$ cat src/hw/rtl/assert_macros.svh
// Assertion macros used by the parser core RTL.
`ifndef ASSERT_MACROS_SVH
`define ASSERT_MACROS_SVH

// Condition must hold at every clock edge outside reset.
`define ASSERT_ALWAYS(label, cond, msg) \
  label: assert property (@(posedge clk) disable iff (!rst_n) (cond)) else $error(msg);

// Consequent must hold in the same cycle as the antecedent.
`define ASSERT_IMPLIES(label, ante, cons, msg) \
  label: assert property (@(posedge clk) disable iff (!rst_n) (ante) |-> (cons)) \
    else $error(msg);

// Consequent must hold in the cycle after the antecedent.
`define ASSERT_NEXT(label, ante, cons, msg) \
  label: assert property (@(posedge clk) disable iff (!rst_n) (ante) |=> (cons)) \
    else $error(msg);

`endif

$ cat src/hw/rtl/cspf_pkg.sv
// Types and constants for the CO2 sensor frame parser.
`timescale 1ns / 1ps
package cspf_pkg;

  typedef enum logic [2:0] {
    ST_IDLE   = 3'd0,
    ST_HEADER = 3'd1,
    ST_DATA   = 3'd2,
    ST_CHECK  = 3'd3
  } state_t;

  localparam logic [7:0]  START_BYTE     = 8'hFF;
  localparam logic [7:0]  CMD_BYTE       = 8'h86;
  localparam logic [3:0]  FIRST_DATA_POS = 4'd2;
  localparam logic [3:0]  LOW_DATA_POS   = 4'd3;
  localparam logic [3:0]  LAST_DATA_POS  = 4'd7;
  localparam logic [8:0]  WEIGHT_RESET   = 9'd256;
  localparam logic [15:0] PPM_MAX        = 16'hFFFF;

  typedef struct packed {
    logic       command;
    logic [7:0] rx_byte;
  } item_t;

  typedef struct packed {
    logic [15:0] ppm;
    logic        sum_match;
    logic [7:0]  computed_checksum;
    logic [7:0]  received_checksum;
  } result_t;

endpackage

$ cat src/hw/rtl/cspf_in_reg.sv
// Input register stage: captures one beat and holds it until the parser takes it.
`timescale 1ns / 1ps
module cspf_in_reg (
  input  logic           clk,
  input  logic           rst_n,
  input  logic           in_valid,
  output logic           in_stall,
  input  cspf_pkg::item_t in_item,
  input  logic           take,
  output logic           s1_valid,
  output cspf_pkg::item_t s1_item
);
  import cspf_pkg::*;

  logic  valid_r, valid_nxt;
  item_t item_r;
  logic  load;

  // Hold while a beat sits here and the parser cannot take it.
  assign in_stall = valid_r && !take;
  assign load     = !in_stall;

  always_comb begin
    valid_nxt = valid_r;
    if (load) begin
      valid_nxt = in_valid;
    end
  end

  always_ff @(posedge clk) begin
    if (!rst_n) begin
      valid_r <= 1'b0;
    end else begin
      valid_r <= valid_nxt;
    end
  end

  always_ff @(posedge clk) begin
    if (load && in_valid) begin
      item_r <= in_item;
    end
  end

  assign s1_valid = valid_r;
  assign s1_item  = item_r;

endmodule

$ cat src/hw/rtl/cspf_core.sv
// Frame parse state machine, checksum accumulation and concentration compute.
`timescale 1ns / 1ps
`include "assert_macros.svh"
module cspf_core (
  input  logic             clk,
  input  logic             rst_n,
  input  logic             step,
  input  cspf_pkg::item_t  item,
  input  logic [8:0]       weight,
  output logic             res_valid,
  output cspf_pkg::result_t res
);
  import cspf_pkg::*;

  state_t     state_r, state_nxt;
  logic [3:0] pos_r, pos_nxt;
  logic [7:0] sum_r, sum_nxt;
  logic [7:0] high_r, high_nxt;
  logic [7:0] low_r, low_nxt;

  logic [16:0] prod;
  logic [17:0] full;
  logic [7:0]  chk;

  // Next state.
  always_comb begin
    state_nxt = state_r;
    if (step) begin
      if (item.command) begin
        state_nxt = ST_IDLE;
      end else begin
        case (state_r)
          ST_IDLE: begin
            if (item.rx_byte == START_BYTE) begin
              state_nxt = ST_HEADER;
            end
          end
          ST_HEADER: begin
            state_nxt = (item.rx_byte == CMD_BYTE) ? ST_DATA : ST_IDLE;
          end
          ST_DATA: begin
            if (pos_r >= LAST_DATA_POS) begin
              state_nxt = ST_CHECK;
            end
          end
          ST_CHECK: state_nxt = ST_IDLE;
          default:  state_nxt = ST_IDLE;
        endcase
      end
    end
  end

  assign prod = 17'(high_r) * 17'(weight);
  assign full = {1'b0, prod} + {10'd0, low_r};
  assign chk  = 8'h00 - sum_r;

  // Datapath updates and result.
  always_comb begin
    pos_nxt   = pos_r;
    sum_nxt   = sum_r;
    high_nxt  = high_r;
    low_nxt   = low_r;
    res_valid = 1'b0;
    res.ppm               = (full[17:16] != 2'd0) ? PPM_MAX : full[15:0];
    res.computed_checksum = chk;
    res.received_checksum = item.rx_byte;
    res.sum_match         = (chk == item.rx_byte);
    if (step) begin
      if (item.command) begin
        pos_nxt = 4'd0;
      end else begin
        case (state_r)
          ST_IDLE: begin
            pos_nxt = (item.rx_byte == START_BYTE) ? 4'd1 : 4'd0;
          end
          ST_HEADER: begin
            if (item.rx_byte == CMD_BYTE) begin
              sum_nxt = item.rx_byte;
              pos_nxt = FIRST_DATA_POS;
            end else begin
              pos_nxt = 4'd0;
            end
          end
          ST_DATA: begin
            sum_nxt = sum_r + item.rx_byte;
            if (pos_r == FIRST_DATA_POS) begin
              high_nxt = item.rx_byte;
            end else if (pos_r == LOW_DATA_POS) begin
              low_nxt = item.rx_byte;
            end
            pos_nxt = pos_r + 4'd1;
          end
          ST_CHECK: begin
            res_valid = 1'b1;
            pos_nxt   = 4'd0;
          end
          default: pos_nxt = 4'd0;
        endcase
      end
    end
  end

  always_ff @(posedge clk) begin
    if (!rst_n) begin
      state_r <= ST_IDLE;
      pos_r   <= 4'd0;
      sum_r   <= 8'd0;
      high_r  <= 8'd0;
      low_r   <= 8'd0;
    end else begin
      state_r <= state_nxt;
      pos_r   <= pos_nxt;
      sum_r   <= sum_nxt;
      high_r  <= high_nxt;
      low_r   <= low_nxt;
    end
  end

  `ASSERT_IMPLIES(a_res_only_on_check, res_valid, step && !item.command && state_r == ST_CHECK, "result outside checksum byte")
  `ASSERT_NEXT(a_restart_idles, step && item.command, state_r == ST_IDLE && pos_r == 4'd0, "restart did not return to idle")
  `ASSERT_IMPLIES(a_data_pos_range, state_r == ST_DATA, pos_r >= FIRST_DATA_POS && pos_r <= LAST_DATA_POS, "data position out of range")

endmodule

$ cat src/hw/rtl/cspf_out_reg.sv
// Result register: holds one result beat until the receiver takes it.
`timescale 1ns / 1ps
module cspf_out_reg (
  input  logic              clk,
  input  logic              rst_n,
  output logic              can_load,
  input  logic              res_valid,
  input  cspf_pkg::result_t res,
  output logic              out_valid,
  input  logic              out_stall,
  output logic [15:0]       out_ppm,
  output logic              out_sum_match,
  output logic [7:0]        out_computed_checksum,
  output logic [7:0]        out_received_checksum
);
  import cspf_pkg::*;

  logic    valid_r, valid_nxt;
  result_t res_r;

  assign can_load = !valid_r || !out_stall;

  always_comb begin
    valid_nxt = valid_r;
    if (can_load) begin
      valid_nxt = res_valid;
    end
  end

  always_ff @(posedge clk) begin
    if (!rst_n) begin
      valid_r <= 1'b0;
    end else begin
      valid_r <= valid_nxt;
    end
  end

  always_ff @(posedge clk) begin
    if (can_load && res_valid) begin
      res_r <= res;
    end
  end

  assign out_valid             = valid_r;
  assign out_ppm               = res_r.ppm;
  assign out_sum_match         = res_r.sum_match;
  assign out_computed_checksum = res_r.computed_checksum;
  assign out_received_checksum = res_r.received_checksum;

endmodule

$ cat src/hw/rtl/co2_sensor_frame_parser_top.sv
// CO2 sensor reply frame parser: weight register, input stage, parser and result stage.
// Usage:
//   Input channel (in_valid / in_stall) carries one beat per received serial byte,
//   or a restart command (in_command = 1) that drops any partial frame.
//   A frame is 0xFF, 0x86, six data bytes, checksum. On the checksum beat one
//   result beat leaves on the output channel (out_valid / out_stall) with the
//   concentration high*weight+low (saturated at 65535) and the checksum check.
//   Every other beat produces no result.
//   cfg_wr_en / cfg_wr_data write the 9-bit high-byte weight; write it only
//   while no frame is in flight. It resets to 256.
// Timing:
//   One beat accepted per cycle unless out_stall holds a pending result.
//   out_valid rises once the checksum beat has passed the input register and its
//   result has been registered in the result register. The parser updates its
//   registered state on each beat it steps.
// Reset (synchronous, rst_n low): parser idle, both stages empty, weight 256.
// Stall: while out_stall holds a pending result, the parser holds the beat in its
//   input register and in_stall rises; a fresh beat is still taken while the
//   input register is empty.
`timescale 1ns / 1ps
module co2_sensor_frame_parser_top (
  input  logic        clk,
  input  logic        rst_n,
  input  logic        cfg_wr_en,
  input  logic [8:0]  cfg_wr_data,
  input  logic        in_valid,
  output logic        in_stall,
  input  logic        in_command,
  input  logic [7:0]  in_rx_byte,
  output logic        out_valid,
  input  logic        out_stall,
  output logic [15:0] out_ppm,
  output logic        out_sum_match,
  output logic [7:0]  out_computed_checksum,
  output logic [7:0]  out_received_checksum
);
  import cspf_pkg::*;

  logic [8:0] weight_r, weight_nxt;
  item_t      in_item;
  item_t      s1_item;
  logic       s1_valid;
  logic       can_load;
  logic       step;
  logic       res_valid;
  result_t    res;

  always_comb begin
    weight_nxt = weight_r;
    if (cfg_wr_en) begin
      weight_nxt = cfg_wr_data;
    end
  end

  always_ff @(posedge clk) begin
    if (!rst_n) begin
      weight_r <= WEIGHT_RESET;
    end else begin
      weight_r <= weight_nxt;
    end
  end

  assign in_item.command = in_command;
  assign in_item.rx_byte = in_rx_byte;

  // Advance the parser only when the result stage can take whatever it emits.
  assign step = s1_valid && can_load;

  cspf_in_reg u_in_reg (
    .clk      (clk),
    .rst_n    (rst_n),
    .in_valid (in_valid),
    .in_stall (in_stall),
    .in_item  (in_item),
    .take     (can_load),
    .s1_valid (s1_valid),
    .s1_item  (s1_item)
  );

  cspf_core u_core (
    .clk       (clk),
    .rst_n     (rst_n),
    .step      (step),
    .item      (s1_item),
    .weight    (weight_r),
    .res_valid (res_valid),
    .res       (res)
  );

  cspf_out_reg u_out_reg (
    .clk                   (clk),
    .rst_n                 (rst_n),
    .can_load              (can_load),
    .res_valid             (res_valid),
    .res                   (res),
    .out_valid             (out_valid),
    .out_stall             (out_stall),
    .out_ppm               (out_ppm),
    .out_sum_match         (out_sum_match),
    .out_computed_checksum (out_computed_checksum),
    .out_received_checksum (out_received_checksum)
  );

endmodule

$ cat config.mk
export PLATFORM = sky130hd
export DESIGN_NAME = co2_sensor_frame_parser_top
export DESIGN_NICKNAME = d
export VERILOG_FILES = /design/src/hw/rtl/cspf_pkg.sv /design/src/hw/rtl/cspf_in_reg.sv /design/src/hw/rtl/cspf_core.sv /design/src/hw/rtl/cspf_out_reg.sv /design/src/hw/rtl/co2_sensor_frame_parser_top.sv
export VERILOG_INCLUDE_DIRS = /design/src /design/src/hw/rtl
export SDC_FILE = /design/constraint.sdc
export NUM_CORES = 1
export LEC_CHECK = 0
export BUFFER_PORTS_ARGS = -buffer_cell sky130_fd_sc_hd__buf_2
export CORE_MARGIN = 8
export CORE_UTILIZATION = 49
export CTS_BUF_LIST = sky130_fd_sc_hd__clkbuf_16
export CTS_CLUSTER_DIAMETER = 150
export DETAILED_ROUTE_END_ITERATION = 8
export PLACE_DENSITY = 0.77
export SLEW_MARGIN = 10
export SYNTH_ARGS = -nofsm -noshare
export SYNTH_HDL_FRONTEND = slang
export SYNTH_SLANG_ARGS = --single-unit
$ cat constraint.sdc
create_clock -name clk -period 5.9 [get_ports clk]
set_input_delay 1.18 -clock clk [delete_from_list [all_inputs] [get_ports clk]]
set_output_delay 1.18 -clock clk [all_outputs]
set_load 0.02 [all_outputs]
-- Yosys cells after proc, flatten, opt, wreduce, memory -nomap -nowiden
Index checks and enable logic that the tools add are counted.
- output and inout bits: 35
- logic and storage cells: 63
- input port bits: 23
- bits in registers: 84
- bitwise operators: 2
- $mul: 1
- add/sub/neg operators: 4
- $lt $le $gt $ge: 1
- reductions and logical operators: 16
- multiplexer cells: 14
- equality and inequality tests: 11
- operators by type and width (cell ; count):
    $add 17x8->18 ; 1
    $mul 8x9->17 ; 1
    $eq 8x8->1 const B ; 2
    $pmux 8 s2 ; 1
    $pmux 4 s3 ; 1
    $mux 3 ; 3
    $pmux 3 s3 ; 1
    $add 8x8->8 ; 1
    $eq 4x2->1 const B ; 2
    $eq 8x8->1 ; 1
    $mux 8 ; 1
    $reduce_and 4->1 ; 2
    $sub 1x8->8 const A ; 1
    $eq 3x2->1 const B ; 2
    $ne 3x2->1 const B ; 2
    $reduce_and 5->1 ; 1
    $add 4x1->4 const B ; 1
    $ge 4x3->1 const B ; 1
    $logic_and 1x1->1 ; 4
    $logic_not 1->1 ; 4
    $mux 1 ; 4
    $mux 2 ; 2
    $mux 4 ; 1
    $reduce_bool 2->1 ; 2
    other kinds (6) ; 7

-- Depth between registers and ports, before layout
- depth in word-level cells: 6
- mapped depth: 19
- gate-level depth less buffers: 17

-- Cells and area by module
From an unflattened synthesis, not the netlist that was laid out.
- cells, all modules: 656
- area total of the unflattened synthesis: 6476.2 µm²
- modules (own cells, without submodules) (module ; area an instance (µm²) ; times used ; cells each ; sequential area each (µm²)):
    cspf_core ; 4784.6 ; 1 ; 576 ; 600.6
    cspf_out_reg ; 1032.2 ; 1 ; 38 ; 1011.0
    co2_sensor_frame_parser_top ; 341.6 ; 1 ; 29 ; 180.2
    cspf_in_reg ; 317.8 ; 1 ; 13 ; 290.3

-- Worst setup path after synthesis
OpenSTA, ideal clock, no wires.
- path kind: register to register
- start: reg weight_r[6]
- end: reg u_out_reg.res_r, in the netlist u_out_reg.out_ppm[9] (data pin)
- arrival time: 4.457 ns
- path slack: 1.299 ns
- stages on the path, launching flop included: 17
- setup time: 0.143 ns
- data required time: 5.757 ns
- buffers on the path: 2
- clock period less this slack: 4.601 ns
- cells stage by stage: dfxtp_1 > clkbuf_1 > and2_1 > fa_1 > inv_1 > fa_1 > fa_1 > fa_1 > inv_1 > ha_1 > a211oi_2 > nor2_1 > o311a_1 > or4_4 > o2111ai_2 > buf_6 > o21bai_2
- word-level cells in the longest chain between the ends: 3
- RTL lines (element ; line ; text):
    start: declaration ; co2_sensor_frame_parser_top.sv:39 ; logic [8:0] weight_r, weight_nxt;
    start signal: assignment ; co2_sensor_frame_parser_top.sv:59 ; weight_r <= weight_nxt;
    $mul 8x9->17 (*) ; cspf_core.sv:53 ; assign prod = 17'(high_r) * 17'(weight);
    $add 17x8->18 (*) ; cspf_core.sv:54 ; assign full = {1'b0, prod} + {10'd0, low_r};
    $reduce_bool 2->1 ; cspf_core.sv:64 ; res.ppm = (full[17:16] != 2'd0) ? PPM_MAX : full[15:0];
    end signal: assignment ; cspf_out_reg.sv:40 ; res_r <= res;
    end: declaration ; cspf_out_reg.sv:19 ; result_t res_r;
Mark *: on every way between the ends. The rest lies on a longest branch, timed or not.
A chain may end at the register's enable or synchronous reset.

-- Worst setup path after layout
- start: reg u_core.high_r[5]
- end: reg u_out_reg.res_r, in the netlist u_out_reg.out_ppm[15] (data pin)
- word-level cells in the longest chain between the ends: 3
- RTL lines (element ; line ; text):
    start: declaration ; cspf_core.sv:18 ; logic [7:0] high_r, high_nxt;
    start signal: assignment ; cspf_core.sv:114 ; high_r <= high_nxt;
    $mul 8x9->17 (*) ; cspf_core.sv:53 ;
    $add 17x8->18 (*) ; cspf_core.sv:54 ;
    $reduce_bool 2->1 ; cspf_core.sv:64 ;
Marks and branches as above.

==> out/results.txt <==
Initial antenna violation count -> 0
Final setup fails -> 0
Most common cell after layout, fill and taps aside -> inv_1
Drt first pass iters -> 5
Post-synth EDFFs -> 42
Worst Clk Skew -> 4.18 ps
CTS Buffer Depth -> 2
Hold Fails Final Rpt -> 0
Die area -> 16700 um2
Primary FF master, synth -> edfxtp_1
Fin Hold WS -> 511 ps
Yosys warnings -> 0
Gr ovfl total -> 0
Final instance area -> 7030 um2
Leak Pwr -> 3.56 nW
Clock Pin Slew Worst Setup and Hold Paths -> 60 ps
CTS tree -> yes
Unrepaired setup endpoints after global routing -> no
CP most frequent cell -> fa_1
Largest net degree at the start of global routing -> 36
Number of global-route vias before repair -> 4907
Top Ports -> 58
First-pass GRT wire length -> 22.7 mm
Area after DPL -> 6740 um2
Wire per inst -> 15.1 um
Area delta synth->final -> 11.8%
Pwr/cell area -> 175 nW/um2
Reg2reg start -> u_core.high_r[5]$_SDFFE_PN0P_
Chip width -> 129 um
Hold_buf cts -> 0
RD Place Congestion -> 0.859
Clock root cell -> clkbuf_16
Layout cells sized above 1 -> 12.9%
Reg2reg path depth -> 14
CTS buffer count -> 9
Reg2reg end -> u_out_reg.out_ppm[15]$_SDFFCE_PP1P_
Via density -> 5.24
Tightest Hold Check Type -> flip-flop to flip-flop
Sequential area share after synthesis -> 33.1%
Netlist cell types -> 59
Status -> complete, no violations
Post-CTS resize count -> 0
Final wirelength -> 13.1 mm
Min-Delay Path Depth -> 2
Peak supply drop -> 0.220 mV
Worst Tran Pin Value -> 674 ps
Max H-tree Level -> 3
Final TNS setup -> 0 ps
Via count -> 4547
Synthesized cell area -> 6290 um2
Commonest cells after routing, fill and taps aside -> inv_1, nor2_1, buf_2
CP bufs+invs -> 2
Clk_lat worst skew -> 340 ps
WHS Endpoint -> u_core.low_r[6]$_SDFFE_PN0P_
CP max stage cell -> dfxtp_1
DR iter-0 viols -> 257
Period utilisation layout -> 84.4%
N_diodes -> 0
Post-DP HPWL -> 10.2 mm
Required time of the critical path -> 6100 ps
Post-Syn Nets -> 764
Largest delay share family, worst path -> adder cells
Setup bufs post-CTS -> 0
Final min period -> 4980 ps
Row count -> 41
Slew Viols, Final -> 0
Critical-path cell list -> and2_1 > fa_1 > fa_1 > fa_1 > inv_1 > fa_1 > inv_1 > ha_1 > a21oi_1 > o21ai_0 > a221o_1 > o21a_1 > o2111ai_2 > o21bai_2
Detailed-route DRC error count -> 0
Syn Inst Count -> 638
CP arrival -> 5180 ps
Die Y -> 129 um
Starting Density -> 50.1%
Post-synthesis async set-or-reset flop share -> 0%
Slew HR -> 55.0%
Crit Path Max Fanout -> 16
Worst setup SP type -> flip-flop
CP endpoint kind -> flip-flop
Highest cell delay on the worst timing path -> 560 ps
R2R setup slack -> 920 ps
GRT Total Usage -> 16.8%
Syn Area/Cell -> 9.86 um2
Number of nets in the layout -> 817
ANT nets after route -> 0
Kind of critical path -> flip-flop to flip-flop
Yosys reg bits -> 83
Worst Hold Launch -> u_core.low_r[6]$_SDFFE_PN0P_
Core area -> 12600 um2
CTS Sinks -> 83
Max Cap Viol -> 0
Port Buffers -> 57
Fmax -> 0.201 GHz
[worst reg2reg max path: cells and delay by family (launching register included)]
family	cells	cell delay, ps
DFF	1	560
adders and majority gates	5	2390
and+or+nand+nor	1	200
buffers and inverters	2	90
AOI/OAI and AO/OA	6	1580
[logic make-up (layout without fill, tap and decap cells)]
kind of cell	after synthesis	after routing	share of synthesized area (%)
muxes	28	28	4.47
buffers and inverters	110	168	6.70
xor gates and xnor gates	21	21	2.92
and+or+nand+nor	213	213	17.5
DFF	83	83	33.1
AOI/OAI and AO/OA	80	80	8.77
adders and majority gates	103	103	26.6
[metrics by stage]
| step | std cells | setup WS (ps) | power (mW) | util [%] |
|---|---|---|---|---|
| 2_1_floorplan | 638 | 1300 | 0.666 | - |
| 3_3_place_gp | 852 | 988 | 0.688 | 53.6 |
| 3_5_place_dp | 852 | 915 | 0.690 | 53.6 |
| 4_1_cts | 868 | 892 | 1.25 | 56.0 |
| 5_1_grt | 868 | 635 | 1.27 | 56.0 |
| 6_report | 868 | 920 | 1.23 | 56.0 |
[area by class of cell]
cell class,instances,area [um2]
fill,1074,5530
sequential,83,2080
clock inverter,6,43.8
multi-input combinational,445,3790
timing repair buffer,60,308
clock buffer,10,250
tap,172,215
inverter,92,345
[report_power, final]
part           switching, mW  internal, mW
Sequential            0.0234         0.613
Clock                  0.241         0.315
Combinational         0.0225        0.0190
[layer usage]
metal	GRT usage, %	routed length (um)	vias up
met5	0	0	-
met4	5.25	189	0
met3	3.25	583	19
met2	31.0	6750	103
met1	19.2	5560	2212
li1	-	-	2213
[flip-flops by register name (all words and copies together) (netlist names), 8 cells and up]
signal,cells
u_core.sum_r,8
u_out_reg.out_received_checksum,8
u_core.low_r,8
u_in_reg.s1_item,9
weight_r,9
u_core.high_r,8
u_out_reg.out_ppm,16
u_out_reg.out_computed_checksum,8
[how the worst max path moves through the flow]
stage	depth (start not counted)	start	endpoint
after floorplan	16	weight_r[6]$_SDFFE_PN0P_	u_out_reg.out_ppm[9]$_SDFFCE_PP1P_
after global placement	14	u_core.high_r[5]$_SDFFE_PN0P_	u_out_reg.out_ppm[9]$_SDFFCE_PP1P_
after detailed placement	14	u_core.high_r[6]$_SDFFE_PN0P_	u_out_reg.out_ppm[15]$_SDFFCE_PP1P_
after CTS	14	u_core.high_r[5]$_SDFFE_PN0P_	u_out_reg.out_ppm[15]$_SDFFCE_PP1P_
after global routing	14	u_core.high_r[6]$_SDFFE_PN0P_	u_out_reg.out_ppm[6]$_SDFFCE_PP1P_
final	14	u_core.high_r[5]$_SDFFE_PN0P_	u_out_reg.out_ppm[15]$_SDFFCE_PP1P_
[cells in the mapped netlist, types with 12 or more instances]
| cell | instances | share of area (%) |
|---|---|---|
| fa_1 | 51 | 16 |
| nor2_1 | 57 | 3.4 |
| dfxtp_1 | 41 | 13 |
| xor2_1 | 12 | 1.7 |
| ha_1 | 52 | 10 |
| mux2i_1 | 27 | 4.3 |
| clkbuf_1 | 16 | 0.95 |
| nand2b_1 | 12 | 1.2 |
| nand2_1 | 45 | 2.7 |
| o21ai_0 | 16 | 1.3 |
| inv_1 | 92 | 5.5 |
| a21oi_1 | 20 | 1.6 |
| and2_1 | 44 | 4.4 |
| edfxtp_1 | 42 | 20 |
(Power assumes the default switching activity.)
